--- config.mk ---
export PLATFORM = sky130hd
export DESIGN_NAME = thermistor_table_temp_averager
export DESIGN_NICKNAME = d
export VERILOG_FILES = /design/src/hdl/tta_pkg.sv /design/src/hdl/tta_ram.sv /design/src/hdl/tta_div.sv /design/src/hdl/thermistor_table_temp_averager.sv
export SDC_FILE = /design/constraint.sdc
export NUM_CORES = 1
export LEC_CHECK = 0
export BUFFER_PORTS_ARGS = -buffer_cell sky130_fd_sc_hd__buf_2
export CAP_MARGIN = 20
export CORE_ASPECT_RATIO = 1.5
export CORE_UTILIZATION = 58
export CTS_CLUSTER_SIZE = 14
export DETAILED_ROUTE_END_ITERATION = 16
export GPL_ROUTABILITY_DRIVEN = 0
export HOLD_SLACK_MARGIN = 0.02
export PLACE_DENSITY = 0.74
export SLEW_MARGIN = 5
export SYNTH_ARGS = -nofsm -noshare
export SYNTH_HDL_FRONTEND = slang
export SYNTH_SLANG_ARGS = --single-unit
--- constraint.sdc ---
create_clock -name i_clk -period 11.8 [get_ports i_clk]
set_clock_uncertainty 0.05 [all_clocks]
set_input_delay 1.77 -clock i_clk [delete_from_list [all_inputs] [get_ports i_clk]]
set_output_delay 1.77 -clock i_clk [all_outputs]
set_load 0.1 [all_outputs]
--- src/hdl/tta_pkg.sv ---
// Shared constants, types and the resistance table for the thermistor averager.
// No dependencies; imported by every module of the block except tta_ram.
`timescale 1ns / 1ps

package tta_pkg;

    localparam int HISTORY_DEPTH = 30;
    localparam int TABLE_DEPTH   = 100;
    localparam int ROM_ENTRIES   = 100;
    localparam int SCAN_LIMIT    = (TABLE_DEPTH < ROM_ENTRIES) ? TABLE_DEPTH : ROM_ENTRIES;

    // fixed field widths
    localparam int CODE_W = 12;
    localparam int TEMP_W = 7;
    localparam int SAMP_W = 5;

    localparam int IDX_W  = (SCAN_LIMIT > 1) ? $clog2(SCAN_LIMIT) : 1;
    localparam int ROM_AW = $clog2(ROM_ENTRIES);
    localparam int PTR_W  = (HISTORY_DEPTH > 1) ? $clog2(HISTORY_DEPTH) : 1;
    localparam int CNT_W  = $clog2(HISTORY_DEPTH + 1);
    localparam int SUM_W  = $clog2(HISTORY_DEPTH * (SCAN_LIMIT - 1) + 1);

    // divider resistance test: entry * (LHS_BASE - LHS_SLOPE*code) < RHS_SLOPE*code
    localparam int ROM_W     = 11;
    localparam int LHS_W     = 18;
    localparam int RHS_W     = 26;
    localparam int PROD_W    = ROM_W + LHS_W;
    localparam int LHS_BASE  = 204800;
    localparam int LHS_SLOPE = 33;
    localparam int RHS_SLOPE = 15510;

    // resistance in tenths of a kilo-ohm, one entry per degree, descending
    localparam logic [ROM_W-1:0] RES_ROM [ROM_ENTRIES] = '{
        11'd1623, 11'd1543, 11'd1467, 11'd1396, 11'd1328,
        11'd1264, 11'd1204, 11'd1147, 11'd1093, 11'd1041,
        11'd993,  11'd946,  11'd903,  11'd861,  11'd822,
        11'd785,  11'd749,  11'd716,  11'd684,  11'd653,
        11'd624,  11'd597,  11'd571,  11'd546,  11'd522,
        11'd500,  11'd479,  11'd458,  11'd439,  11'd420,
        11'd403,  11'd386,  11'd370,  11'd355,  11'd340,
        11'd326,  11'd313,  11'd301,  11'd289,  11'd277,
        11'd266,  11'd256,  11'd245,  11'd236,  11'd227,
        11'd218,  11'd210,  11'd201,  11'd194,  11'd186,
        11'd179,  11'd173,  11'd166,  11'd160,  11'd154,
        11'd148,  11'd143,  11'd138,  11'd133,  11'd128,
        11'd123,  11'd119,  11'd115,  11'd111,  11'd107,
        11'd103,  11'd99,   11'd96,   11'd93,   11'd89,
        11'd86,   11'd83,   11'd81,   11'd79,   11'd75,
        11'd73,   11'd70,   11'd68,   11'd66,   11'd63,
        11'd61,   11'd59,   11'd57,   11'd56,   11'd54,
        11'd52,   11'd50,   11'd49,   11'd47,   11'd46,
        11'd44,   11'd43,   11'd42,   11'd40,   11'd39,
        11'd38,   11'd37,   11'd36,   11'd35,   11'd33
    };

    typedef enum logic [2:0] {
        ST_IDLE,
        ST_SCAN,
        ST_READ,
        ST_UPDATE,
        ST_DIV,
        ST_HOLD
    } t_state;

    typedef struct packed {
        logic             start;
        logic [SUM_W-1:0] dividend;
        logic [CNT_W-1:0] divisor;
    } t_div_req;

endpackage

--- src/hdl/tta_ram.sv ---
// Generic single-port-write, single-port-read RAM with registered read data.
// No dependencies.
`timescale 1ns / 1ps

module tta_ram #(
    parameter int WIDTH = 8,
    parameter int DEPTH = 16
) (
    input  logic                                     i_clk,
    input  logic                                     i_we,
    input  logic [((DEPTH > 1) ? $clog2(DEPTH) : 1)-1:0] i_waddr,
    input  logic [WIDTH-1:0]                         i_wdata,
    input  logic [((DEPTH > 1) ? $clog2(DEPTH) : 1)-1:0] i_raddr,
    output logic [WIDTH-1:0]                         o_rdata
);

    logic [WIDTH-1:0] r_mem [DEPTH];
    logic [WIDTH-1:0] r_rdata;

    always_ff @(posedge i_clk) begin
        if (i_we) begin
            r_mem[i_waddr] <= i_wdata;
        end
        r_rdata <= r_mem[i_raddr];
    end

    assign o_rdata = r_rdata;

endmodule

--- src/hdl/tta_div.sv ---
// Restoring divider: one quotient bit per cycle, history sum by sample count.
// Depends on tta_pkg.
`timescale 1ns / 1ps

module tta_div
    import tta_pkg::*;
(
    input  logic             i_clk,
    input  logic             i_rst_n,
    input  t_div_req         i_req,
    output logic             o_done,
    output logic [TEMP_W-1:0] o_quotient
);

    localparam int STEP_W = $clog2(SUM_W + 1);

    logic              r_busy;
    logic              r_done;
    logic [STEP_W-1:0] r_step;
    logic [CNT_W-1:0]  r_rem;
    logic [SUM_W-1:0]  r_quo;
    logic [CNT_W-1:0]  r_div;

    logic [CNT_W:0]    rem_sh;
    logic              fits;
    logic [CNT_W:0]    rem_sub;

    always_comb begin
        rem_sh  = {r_rem, r_quo[SUM_W-1]};
        fits    = (rem_sh >= {1'b0, r_div});
        rem_sub = rem_sh - {1'b0, r_div};
    end

    always_ff @(posedge i_clk) begin
        if (!i_rst_n) begin
            r_busy <= 1'b0;
            r_done <= 1'b0;
            r_step <= '0;
        end else begin
            r_done <= r_busy && (r_step == STEP_W'(1));
            if (i_req.start) begin
                r_busy <= 1'b1;
                r_step <= STEP_W'(SUM_W);
            end else if (r_busy) begin
                r_step <= r_step - STEP_W'(1);
                if (r_step == STEP_W'(1)) begin
                    r_busy <= 1'b0;
                end
            end
        end
    end

    always_ff @(posedge i_clk) begin
        if (i_req.start) begin
            r_quo <= i_req.dividend;
            r_rem <= '0;
            r_div <= i_req.divisor;
        end else if (r_busy) begin
            // remainder stays below the divisor, so the top bit drops away
            r_rem <= fits ? rem_sub[CNT_W-1:0] : rem_sh[CNT_W-1:0];
            r_quo <= {r_quo[SUM_W-2:0], fits};
        end
    end

    assign o_done     = r_done;
    assign o_quotient = TEMP_W'(r_quo);

endmodule

--- src/hdl/thermistor_table_temp_averager.sv ---
// Thermistor ADC code to averaged table temperature: sequencer, table scan, history.
// Depends on tta_pkg, tta_ram and tta_div.
`timescale 1ns / 1ps

// Each accepted ADC code is compared against the resistance table one entry per
// cycle through a single multiply-compare unit, stopping at the first entry below
// the divider resistance; that index is the temperature. It goes into a 30-entry
// history ring whose running sum is divided by the fill count with a one-bit-per-
// cycle divider. The input reopens in the cycle the result appears, so the next
// transfer can be taken in that same cycle. A code that matches no entry yields no
// result and frees the block after the full scan. The input is stalled for the
// whole time an item is in work. The result is held in an output register, so it
// may wait while the next code is processed.

module thermistor_table_temp_averager
    import tta_pkg::*;
(
    input  logic              i_clk,
    input  logic              i_rst_n,
    input  logic              i_in_valid,
    output logic              o_in_stall,
    input  logic [CODE_W-1:0] i_adc_code,
    output logic              o_out_valid,
    input  logic              i_out_stall,
    output logic [TEMP_W-1:0] o_temperature,
    output logic [SAMP_W-1:0] o_samples_averaged
);

    t_state            r_state, n_state;
    logic [IDX_W-1:0]  r_idx, n_idx;
    logic [LHS_W-1:0]  r_lhs;
    logic [RHS_W-1:0]  r_rhs;
    logic [SUM_W-1:0]  r_sum, n_sum;
    logic [CNT_W-1:0]  r_count, n_count;
    logic [PTR_W-1:0]  r_wptr, n_wptr;
    logic              r_out_valid, n_out_valid;
    logic [TEMP_W-1:0] r_temp;
    logic [SAMP_W-1:0] r_samp;

    logic              in_xfer;
    logic              out_free;
    logic              load_out;
    logic              ram_we;
    logic [TEMP_W-1:0] ram_rdata;
    logic [PROD_W-1:0] product;
    logic              hit;
    logic              full;
    logic              div_done;
    logic [TEMP_W-1:0] div_quo;
    t_div_req          div_req;

    assign in_xfer  = i_in_valid && !o_in_stall;
    assign out_free = !r_out_valid || !i_out_stall;
    assign full     = (r_count == CNT_W'(HISTORY_DEPTH));

    // shared multiply-compare unit for the table scan
    always_comb begin
        product = PROD_W'(RES_ROM[ROM_AW'(r_idx)]) * PROD_W'(r_lhs);
        hit     = (product < PROD_W'(r_rhs));
    end

    always_comb begin
        n_state  = r_state;
        n_idx    = r_idx;
        n_sum    = r_sum;
        n_count  = r_count;
        n_wptr   = r_wptr;
        ram_we   = 1'b0;
        load_out = 1'b0;
        div_req  = '{start: 1'b0, dividend: r_sum, divisor: r_count};

        unique case (r_state)
            ST_IDLE: begin
                if (in_xfer) begin
                    n_idx   = '0;
                    n_state = ST_SCAN;
                end
            end
            ST_SCAN: begin
                if (hit) begin
                    n_state = ST_READ;
                end else if (r_idx == IDX_W'(SCAN_LIMIT - 1)) begin
                    // no entry qualifies: drop the item
                    n_state = ST_IDLE;
                end else begin
                    n_idx = r_idx + IDX_W'(1);
                end
            end
            ST_READ: begin
                // oldest entry sits in the slot about to be overwritten
                n_state = ST_UPDATE;
            end
            ST_UPDATE: begin
                ram_we  = 1'b1;
                n_sum   = r_sum + SUM_W'(r_idx) - (full ? SUM_W'(ram_rdata) : SUM_W'(0));
                n_count = full ? r_count : r_count + CNT_W'(1);
                n_wptr  = (r_wptr == PTR_W'(HISTORY_DEPTH - 1)) ? '0 : r_wptr + PTR_W'(1);
                div_req = '{start: 1'b1, dividend: n_sum, divisor: n_count};
                n_state = ST_DIV;
            end
            ST_DIV: begin
                if (div_done) begin
                    if (out_free) begin
                        load_out = 1'b1;
                        n_state  = ST_IDLE;
                    end else begin
                        n_state = ST_HOLD;
                    end
                end
            end
            ST_HOLD: begin
                if (out_free) begin
                    load_out = 1'b1;
                    n_state  = ST_IDLE;
                end
            end
            default: begin
                n_state = ST_IDLE;
            end
        endcase

        if (load_out) begin
            n_out_valid = 1'b1;
        end else if (r_out_valid && !i_out_stall) begin
            n_out_valid = 1'b0;
        end else begin
            n_out_valid = r_out_valid;
        end
    end

    always_ff @(posedge i_clk) begin
        if (!i_rst_n) begin
            r_state     <= ST_IDLE;
            r_sum       <= '0;
            r_count     <= '0;
            r_wptr      <= '0;
            r_out_valid <= 1'b0;
        end else begin
            r_state     <= n_state;
            r_sum       <= n_sum;
            r_count     <= n_count;
            r_wptr      <= n_wptr;
            r_out_valid <= n_out_valid;
        end
    end

    always_ff @(posedge i_clk) begin
        r_idx <= n_idx;
        if (in_xfer) begin
            r_lhs <= LHS_W'(LHS_BASE) - LHS_W'(i_adc_code) * LHS_W'(LHS_SLOPE);
            r_rhs <= RHS_W'(i_adc_code) * RHS_W'(RHS_SLOPE);
        end
        if (load_out) begin
            r_temp <= div_quo;
            r_samp <= SAMP_W'(r_count);
        end
    end

    tta_ram #(
        .WIDTH (TEMP_W),
        .DEPTH (HISTORY_DEPTH)
    ) u_hist (
        .i_clk   (i_clk),
        .i_we    (ram_we),
        .i_waddr (r_wptr),
        .i_wdata (TEMP_W'(r_idx)),
        .i_raddr (r_wptr),
        .o_rdata (ram_rdata)
    );

    tta_div u_div (
        .i_clk      (i_clk),
        .i_rst_n    (i_rst_n),
        .i_req      (div_req),
        .o_done     (div_done),
        .o_quotient (div_quo)
    );

    assign o_in_stall         = (r_state != ST_IDLE);
    assign o_out_valid        = r_out_valid;
    assign o_temperature      = r_temp;
    assign o_samples_averaged = r_samp;

endmodule

======== After elaboration in Yosys (flattened, before gate mapping) ========
Memories as Yosys holds them, arrays and structs flattened. A register that Yosys moved wholly into a read port is not among the register bits.
Index checks and enable logic that the tools add are counted.
storage, ports and cells
  flip-flop bits (word level) ............. 116
  output and inout bits ................... 14
  bits in writable memories ............... 210
  input port bits ......................... 16
  memories kept ........................... 2
  ROM bits ................................ 1408
  word-level logic and storage cells ...... 98
operators by class
  order comparisons ....................... 3
  equal/unequal tests ..................... 15
  add/subtract/negate cells ............... 8
  muxes and demuxes ....................... 33
  bitwise logic cells ..................... 2
  $mul .................................... 3
  reductions and logical operators ........ 15
memories
  memory            words  width  read ports  clocked after Yosys merged registers in  write ports  line                                  source
  (name not given)  128    11     1           0                                        0            thermistor_table_temp_averager.sv:58  product = PROD_W'(RES_ROM[ROM_AW'(r_idx)]) * PROD_W'(r_lhs);
  u_hist.r_mem      30     7      1           1                                        1            tta_ram.sv:17                         logic [WIDTH-1:0] r_mem [DEPTH];
operators with widths
  cell                    number
  $lt 29x26->1            1
  $mul 11x18->29          1
  $mux 7                  4
  $mul 12x13->25 const B  1
  $mux 12                 2
  $mux 11                 2
  $mul 12x6->18 const B   1
  $mux 18                 1
  $mux 3                  6
  $pmux 3 s6              1
  $sub 18x18->18 const A  1
  $mux 5                  3
  $pmux 7 s2              1
  $add 12x7->12           1
  $sub 12x7->12           1
  $add 5x1->5 const B     2
  $eq 5x5->1 const B      2
  $mux 1                  10
  $ge 8x8->1 const B      1
  $mux 4                  2
  $ne 2x2->1 const B      4
  $not 7->8               1
  $reduce_and 4->1        2
  $add 7x1->7 const B     1
  19 further kinds        27

======== Longest topological paths before layout ========
Gate-level depths: netlist of the first run.
  word-level depth ........................ 8
  mapped depth ............................ 41
  mapped depth without buffers ............ 38

======== Modules after synthesis ========
From an unflattened synthesis of the first run, not the netlist that was laid out.
second synthesis, totals
  cells, all modules ...................... 2344
  area, all modules ....................... 25714.7 um^2
by module, submodules not included
  module                          sequential area each (um^2)  times used  cells each  area each (um^2)
  thermistor_table_temp_averager  2322.2                       1           1776        15773.9
  tta_ram                         6446.2                       1           445         8516.9
  tta_div                         730.7                        1           123         1423.9

======== Worst setup path before layout of the first run ========
No wires, ideal clock.
  path type ............................... register -> register
  start ................................... register r_idx[0]
  end ..................................... register r_idx[0] (enable)
  required time ........................... 11.425 ns
  setup time .............................. 0.325 ns
  path buffers ............................ 4
  clock period less this slack ............ 9.340 ns
  stages on the path, launching flop included .. 39
  slack ................................... 2.460 ns
  data arrival time ....................... 8.965 ns
  cells stage by stage .................... edfxtp_1 -> clkbuf_1 -> inv_1 -> ha_1 -> clkbuf_1 -> mux4_2 -> nor2_1 -> a211oi_1 -> a31oi_1 -> nor2_1 -> buf_2 -> nand2_1 -> fa_1 -> inv_1 -> fa_1 -> fa_1 -> fa_1 -> inv_1 -> (+3 left out) -> clkbuf_1 -> nand2_1 -> a2111oi_0 -> o31ai_1 -> a31oi_1 -> o21bai_1 -> a31oi_1 -> nor4_1 -> a311o_1 -> ha_1 -> nand3_1 -> nor3_1 -> o21ai_0 -> nor4_1 -> a21oi_1 -> o211ai_1 -> nand4b_1 -> o22a_1
between the ends
  longest elaborated chain between the ends .. 8
  elaborated cells between the ends (all ways) .. 10
  those cells by class .................... mul (1); order compare (1); eq/ne (3); mux (2); bitwise (1); reduce/logical (1); memory (1)
RTL lines
  item                                         line                                   source
  from (decl)                                  thermistor_table_temp_averager.sv:30   logic [IDX_W-1:0] r_idx, n_idx;
  from (signal assigned)                       thermistor_table_temp_averager.sv:148  r_idx <= n_idx;
  $not 7->8 (implied by the code)              thermistor_table_temp_averager.sv:58
  $mem_v2 128x11                               n/a
  $mux 11 (implied by the code) (2 in series)  thermistor_table_temp_averager.sv:58
  $mul 11x18->29                               thermistor_table_temp_averager.sv:58
  $lt 29x26->1                                 thermistor_table_temp_averager.sv:59   hit = (product < PROD_W'(r_rhs));
  $ne 2x2->1 (no line)                         n/a
  $reduce_and 4->1 (no line) *                 n/a
Every way passes the cells marked *; elsewhere a longest branch is shown, timed or not. The select of a mux whose other input is x is not followed.
A chain may end at the register's enable or synchronous reset.

======== Final worst setup path of the first run ========
  start ................................... register r_idx[0]
  end ..................................... register r_idx[2] (enable)
Same word-level chain as after synthesis.

==> summary.txt, run 1 <==
GRT
  – Pin count of the biggest net entering global routing: 84
  – First-pass GRT wire length: 91800 um
  – Vias in the first global route: 18100
  – GRT overflow: 0
  – Initial antenna violation count: 0
  – All-Layer GR Usage: 0.258

Floorplan
  – IO Count: 30
  – Die Ht: 260 um
  – FP Rows: 94
  – Full die area: 45200 sq um
  – Placeable Area: ~44000 sq um
  – Initial Util: 0.587
  – Die Wd: 174 um

CTS
  – CTS tree: done
  – Cts hold-fix bufs: 0
  – Setup repair bufs after CTS: 0
  – Root Buffer: clkbuf_16
  – CTS Buf Count: 29
  – H-tree levels: 1
  – Clk sinks: 331
  – CTS max path bufs: 3
  – Clk_lat worst skew: 0.57 ns
  – Post-CTS resize count: 0
  – Reg clk slew, reported paths: 0.07 ns

Setup path
  – Most used cell, CP: fa_1
  – Critical path type: register to register
  – Slowest-stage cell, CP: o21ai_2
  – Worst setup EP type: register
  – CP required: about 12 ns
  – Max incr delay on CP: 0.67 ns
  – Critical Path Source Type: register
  – Reg2Reg Setup Slack: around 1.6 ns
  – Critical Path AT: 10.49 ns
  – Crit-path max FO: 45

STA
  – Min Tclk post-route: 10.25 ns
  – Worst Max-Slew Pin Slew: 0.904 ns
  – Final Setup Violations: 0
  – Final worst path period share: 0.869
  – Slew headroom: 0.393
  – Achievable frequency: 0.0976 GHz
  – Slew Limit Fails: 0
  – Fin. Hold Viols: 0
  – RSZ-0062 raised after global routing: false
  – Setup TNS: 0 ns

Cells and area
  – Ant. Diodes: 0
  – FILL cells: 3474
  – Final net count: 2822
  – Share of layout cells above drive strength 1: 0.0733
  – Register area: 9500 sq um
  – Area of the multi-input gates: 14500 sq um
  – Layout area overhead: 6.22%

Synth
  – Cell accounting for the most synthesized area: edfxtp_1
  – Commonest cells in the netlist: inv_1 (366), edfxtp_1 (287), ha_1 (257)
  – Post-synthesis sequential area ratio: 0.370
  – Top_reg_cell synth: edfxtp_1
  – Post-synth EDFFs: 287
  – Post-synth ARST share: 0
  – Mapped Cells: 2358
  – Dominant cells by area after synthesis: edfxtp_1 (34%), fa_1 (16%), ha_1 (13%), inv_1 (5.3%), mux4_2 (4.6%)
  – Avg Inst Size Synth: 10.9 sq um
  – Post-synth cell types: 76
  – Yosys warnings: 0
  – #FFs+latches synth: 331
  – Syn nets: 2830
  – Mapped cell area: 25700 sq um
  – Top cell type's share of synthesized area: 0.335
  – Most frequent cell after synthesis: inv_1

Run status
  – Outcome: completed

Hold path
  – HP Class: register to register

Route
  – Drt via density: 5.88
  – Final wirelength: 56500 um
  – Drt first pass iters: 6
  – DRT iter0 DRCs: 1211
  – DR DRC count: 0
  – Post-route ant nets: 0
  – Wire per inst: 19.2 um
  – Vias: 17400

Placement
  – Hpwl dp: 42600 um
  – PortBufs: 29

Flow run
  – Max Cap Viol: 0
final timing paths:
path | endpoint | start | cells after the start
setup / recovery | r_idx[2] | r_idx[0] | 35
hold / removal | o_temperature[5] | u_div.r_quo[5] | 0
setup reg to reg | r_idx[2] | r_idx[0] | 35
hold reg to reg | o_temperature[5] | u_div.r_quo[5] | 0
state kept, by name (all words and copies together), names as in the netlist, 3 cells and up:
register,count
u_div.r_quo,12
u_hist.r_mem,210
r_sum,12
o_samples_averaged,5
u_div.r_div,5
r_wptr,5
r_count,5
u_hist.o_rdata,7
u_div.r_step,4
o_temperature,7
r_rhs,23
r_idx,7
r_state,3
r_lhs,18
u_div.r_rem,5
stage by stage:
step | utilization | setup WS (ns) | hold WS [ns] | instance area [sq um] | std cells
3_5_place_dp | 0.603 | 1.66 | 0.388 | 26400 | 2894
5_1_grt | 0.624 | 0.770 | 0.422 | 27300 | 2949
2_1_floorplan | - | 2.46 | 0.376 | 25700 | 2358
3_3_place_gp | 0.603 | 1.96 | 0.386 | 26400 | 2894
6_report | 0.624 | 1.55 | 0.404 | 27300 | 2949
4_1_cts | 0.624 | 1.62 | 0.408 | 27300 | 2948
placed cells by master (no fill, tap or decap), types with 6 or more instances in the layout:
cell	n
a21oi_1	108
o21a_1	7
a21o_1	22
a22oi_1	16
mux2i_1	16
or2_2	11
a31oi_1	14
clkbuf_1	15
nand2b_1	13
buf_2	29
nand3_1	32
nor3_1	24
fa_1	199
nor2_1	131
xnor2_1	51
xor2_1	18
o21bai_1	7
a21boi_0	12
o21ai_0	73
o211ai_1	11
dfxtp_1	42
ha_1	257
mux4_2	52
nand4_1	19
and3_1	10
a211oi_1	24
or3_1	12
buf_4	22
edfxtp_1	287
inv_1	366
a2111oi_0	6
nor2b_1	23
clkbuf_16	29
nand2_1	213
and2_1	108
layout make-up:
class / instances / area share
clock inverter: 6 / 0.00280
clock buffer: 48 / 0.0307
inverter: 368 / 0.0506
multi-input combinational: 1569 / 0.530
sequential: 331 / 0.348
timing repair buffer: 51 / 0.0114
tap: 576 / 0.0264
layer usage:
layer | vias up | GRT usage | wire length [um]
li1 | 8029 | - | -
met4 | 0 | 0.137 | 3170
met2 | 570 | 0.507 | 31400
met1 | 8566 | 0.269 | 19600
met3 | 186 | 0.0227 | 2360
met5 | - | 0 | 0
logic make-up after synthesis:
logic type | after synthesis | synth area share
DFF | 331 | 0.370
xor gates and xnor gates | 70 | 0.0244
buffers and inverters | 458 | 0.0679
adders and majority gates | 456 | 0.280
AOI/OAI and AO/OA | 349 | 0.0876
muxes | 70 | 0.0527
and+or+nand+nor | 624 | 0.117
worst max-delay path: cells and delay by family (launching register included):
kind,cells,cell delay (ns)
compound gates,15,3.91
fa+ha+maj,8,3.76
simple gates,7,1.12
buf+inv,5,0.78
flops,1,0.33
Power of run 1 is left out: the tool's default activity adds up to more than one toggle a clock period on the data nets, which glitch-free logic cannot reach.
==> run 2, diff against run 1 <==
- ABC_AREA: default -> 1
- PLACE_DENSITY: 0.74 -> 0.84
==> run 2 against run 1 <==
Against the previous run:
- register-to-register slack improved by 1.2 ns
- synthesized area fell by 0.81%
- final cell count rose by 12%
- maximum frequency rose by 13%
- design area fell by 0.77%
- global-route usage rose by 2.7 points
- sequential share of layout area rose by 0.26 points
- routed wire length rose by 11%
- non-clock buffer count fell by 7
- largest cell class unchanged
- critical path type unchanged
- via count rose by 14%
- worst setup slack improved by 1.2 ns
- utilization rose by 0.35 points
==> summary.txt, run 2 <==
Run status
  – Outcome: completed

STA
  – Final worst path period share: 0.767 (-0.102)
  – Setup TNS: 0 ns (unchanged)
  – RSZ-0062 raised after global routing: false
  – Final Setup Violations: 0 (unchanged)
  – Hold Slack: 0.411 ns (+0.00672 ns)
  – Achievable frequency: 0.111 GHz (+13%)
  – Min Tclk post-route: 9.05 ns (-1.20 ns)
  – Final worst setup slack: 2.75 ns (+1.20 ns)
  – Worst Max-Slew Pin Slew: 1.19 ns (+0.282 ns)
  – Fin. Hold Viols: 0 (unchanged)
  – Slew Limit Fails: 0 (unchanged)
  – Slew headroom: 0.209 (-0.184)

Cells and area
  – Most frequent cells in the layout: inv_1 (490), nand2_1 (391), nor2_1 (326), edfxtp_1 (287), ha_1 (257)
  – Share of layout cells above drive strength 1: 0.0489 (-0.0244)
  – Register area: 9500 sq um (about the same)
  – Biggest registers after layout: u_hist.r_mem: 210 flops, r_rhs: 23 flops, r_lhs: 18 flops
  – Max FFs per register: 210 (unchanged)
  – Most flops, register: u_hist.r_mem
  – Ant. Diodes: 0 (unchanged)
  – Commonest non-fill, non-tap cell in the layout: inv_1
  – FILL cells: 3279 (-5.6%)
  – Layout area overhead: 6.25% (about the same)
  – Final Core Density: 0.627 (+0.00351)
  – Area of the multi-input gates: 13800 sq um (-4.6%)
  – Final net count: 3192 (+13%)

Synth
  – Mapped Cells: 2716 (+15%)
  – Cell accounting for the most synthesized area: edfxtp_1
  – Post-synth ARST share: 0 (unchanged)
  – Post-synthesis sequential area ratio: 0.373 (+0.00301)
  – Post-synth cell types: 59 (-22%)
  – Dominant cells by area after synthesis: edfxtp_1 (34%), fa_1 (16%), ha_1 (13%), inv_1 (7.2%), nand2_1 (5.8%)
  – Post-synth EDFFs: 287 (unchanged)
  – Commonest cells in the netlist: inv_1 (490), nand2_1 (391), nor2_1 (327)
  – Avg Inst Size Synth: 9.38 sq um (-14%)
  – Top_reg_cell synth: edfxtp_1
  – Yosys warnings: 0 (unchanged)
  – #FFs+latches synth: 331 (unchanged)
  – Syn nets: 3188 (+13%)
  – Top cell type's share of synthesized area: 0.338 (+0.00273)
  – Mapped cell area: 25500 sq um (-0.81%)
  – Most frequent cell after synthesis: inv_1

Route
  – DRT iter0 DRCs: 2006 (+66%)
  – Drt first pass iters: 9 (+3)
  – Post-route ant nets: 0 (unchanged)
  – Wire per inst: 19.0 um (-0.77%)
  – Final wirelength: 62900 um (+11%)
  – Vias: 19700 (+14%)
  – Drt via density: 5.96 (+1.2%)
  – DR DRC count: 0 (unchanged)

Floorplan
  – Initial Util: 0.590 (+0.00310)
  – IO Count: 30 (unchanged)
  – Die Wd: 173 um (-0.40%)
  – FP Rows: 93 (-1.1%)
  – Full die area: 44800 sq um (-0.80%)
  – Die Ht: 259 um (-0.40%)
  – Placeable Area: 43200 sq um (-1.3%)

Setup path
  – Reg2Reg Setup Slack: 2.75 ns (+1.20 ns)
  – Critical Path Source Type: register
  – Slowest-stage cell, CP: edfxtp_1
  – Worst r2r dst: r_idx[2]
  – Max incr delay on CP: 0.62 ns (-0.05 ns)
  – Worst r2r src: r_idx[1]
  – Crit-path max FO: 17 (-62%)
  – Critical path type: register to register
  – Reg2Reg Depth: 38 (+8.6%)
  – Most used cell, CP: inv_1
  – Critical Path AT: 9.31 ns (-1.18 ns)
  – Worst setup EP type: register
  – CP required: 12.06 ns (+0.02 ns)

Hold path
  – Hold path start: u_div.r_quo[5]
  – WHS Endpoint: o_temperature[5]
  – Hold depth: 0 (unchanged)
  – HP Class: register to register

Placement
  – Post-place setup slack: 2.22 ns (+0.563 ns)
  – Hpwl dp: 46000 um (+8.0%)
  – PortBufs: 29 (unchanged)

CTS
  – H-tree levels: 1 (unchanged)
  – Cts hold-fix bufs: 0 (unchanged)
  – CTS Buf Count: 30 (+3.4%)
  – CTS max path bufs: 3 (unchanged)
  – CTS tree: done
  – Root Buffer: clkbuf_16
  – Clk_lat worst skew: 0.59 ns (+0.02 ns)
  – Reg clk slew, reported paths: 0.06 ns (about the same)
  – Clk sinks: 331 (unchanged)
  – Post-CTS resize count: 0 (unchanged)
  – Setup repair bufs after CTS: 0 (unchanged)

GRT
  – First-pass GRT wire length: 101000 um (+11%)
  – Initial antenna violation count: 0 (unchanged)
  – Pin count of the biggest net entering global routing: 109 (+30%)
  – All-Layer GR Usage: 0.285 (+0.0267)
  – Vias in the first global route: 20300 (+12%)
  – GRT overflow: 0 (unchanged)

Flow run
  – Max Cap Viol: 0 (unchanged)
==> run 2: cell types whose count changed after synthesis, sizes merged, moves of 20 or more <==
cell	before	now
nor2	132	340
nand2	213	403
inv	367	497
o21ai	77	201
and2	108	1
o22ai	4	69
mux4	52	0
a211oi	25	2
nor2b	23	0
xnor2	51	29
clkbuf	62	41
xor2	18	39
a21o	22	2
==> run 2: cell type report <==
cell class | count | area share
timing repair buffer | 44 | 0.0110
sequential | 331 | 0.351
tap | 570 | 0.0263
clock inverter | 9 | 0.00314
clock buffer | 41 | 0.0300
inverter | 501 | 0.0694
multi-input combinational | 1812 | 0.509
==> run 2: critical path: cells and delay by family, from the launching register on <==
family | cells | cell delay (ns)
xor gates and xnor gates | 1 | 0.20
buffers and inverters | 8 | 0.83
DFF | 1 | 0.62
AOI/OAI and AO/OA | 8 | 1.58
and+or+nand+nor | 13 | 1.74
adders and majority gates | 8 | 3.72
==> run 2: worst max-delay path by stage <==
stage	slack (ns)	to	cells past startpoint	from
floorplan	3.68	r_idx[0]	38	r_idx[1]
detailed placement	2.22	r_idx[2]	38	r_idx[1]
CTS	2.15	r_idx[0]	38	r_idx[1]
global route	2.19	r_idx[5]	38	r_idx[1]
global placement	2.70	r_idx[2]	37	r_idx[1]
finish	2.75	r_idx[2]	38	r_idx[1]
==> run 2: cell families (layout without fill, tap and decap cells) <==
group / Yosys count / after routing / synth area share
XOR/XNOR: 68 / 68 / 0.0234
buffers and inverters: 573 / 595 / 0.0867
AND/OR/NAND/NOR: 827 / 827 / 0.131
adder cells (fa/ha/maj): 456 / 456 / 0.282
flip-flops: 331 / 331 / 0.373
AO/OA/AOI/OAI: 461 / 461 / 0.104
==> run 2: through the flow <==
stage	std cells	cell area [sq um]
finish	3308	27100
global route	3308	27100
CTS	3306	27000
detailed placement	3256	26100
global placement	3256	26100
floorplan	2716	25500
==> run 2: routing by layer <==
metal | GRT usage | vias up | routed length, um
li1 | - | 8886 | -
met3 | 0.0480 | 357 | 5180
met1 | 0.300 | 9350 | 20800
met4 | 0.189 | 0 | 4560
met2 | 0.522 | 1113 | 32400
met5 | 0 | - | 0
Power of run 2 is left out for the same reason.
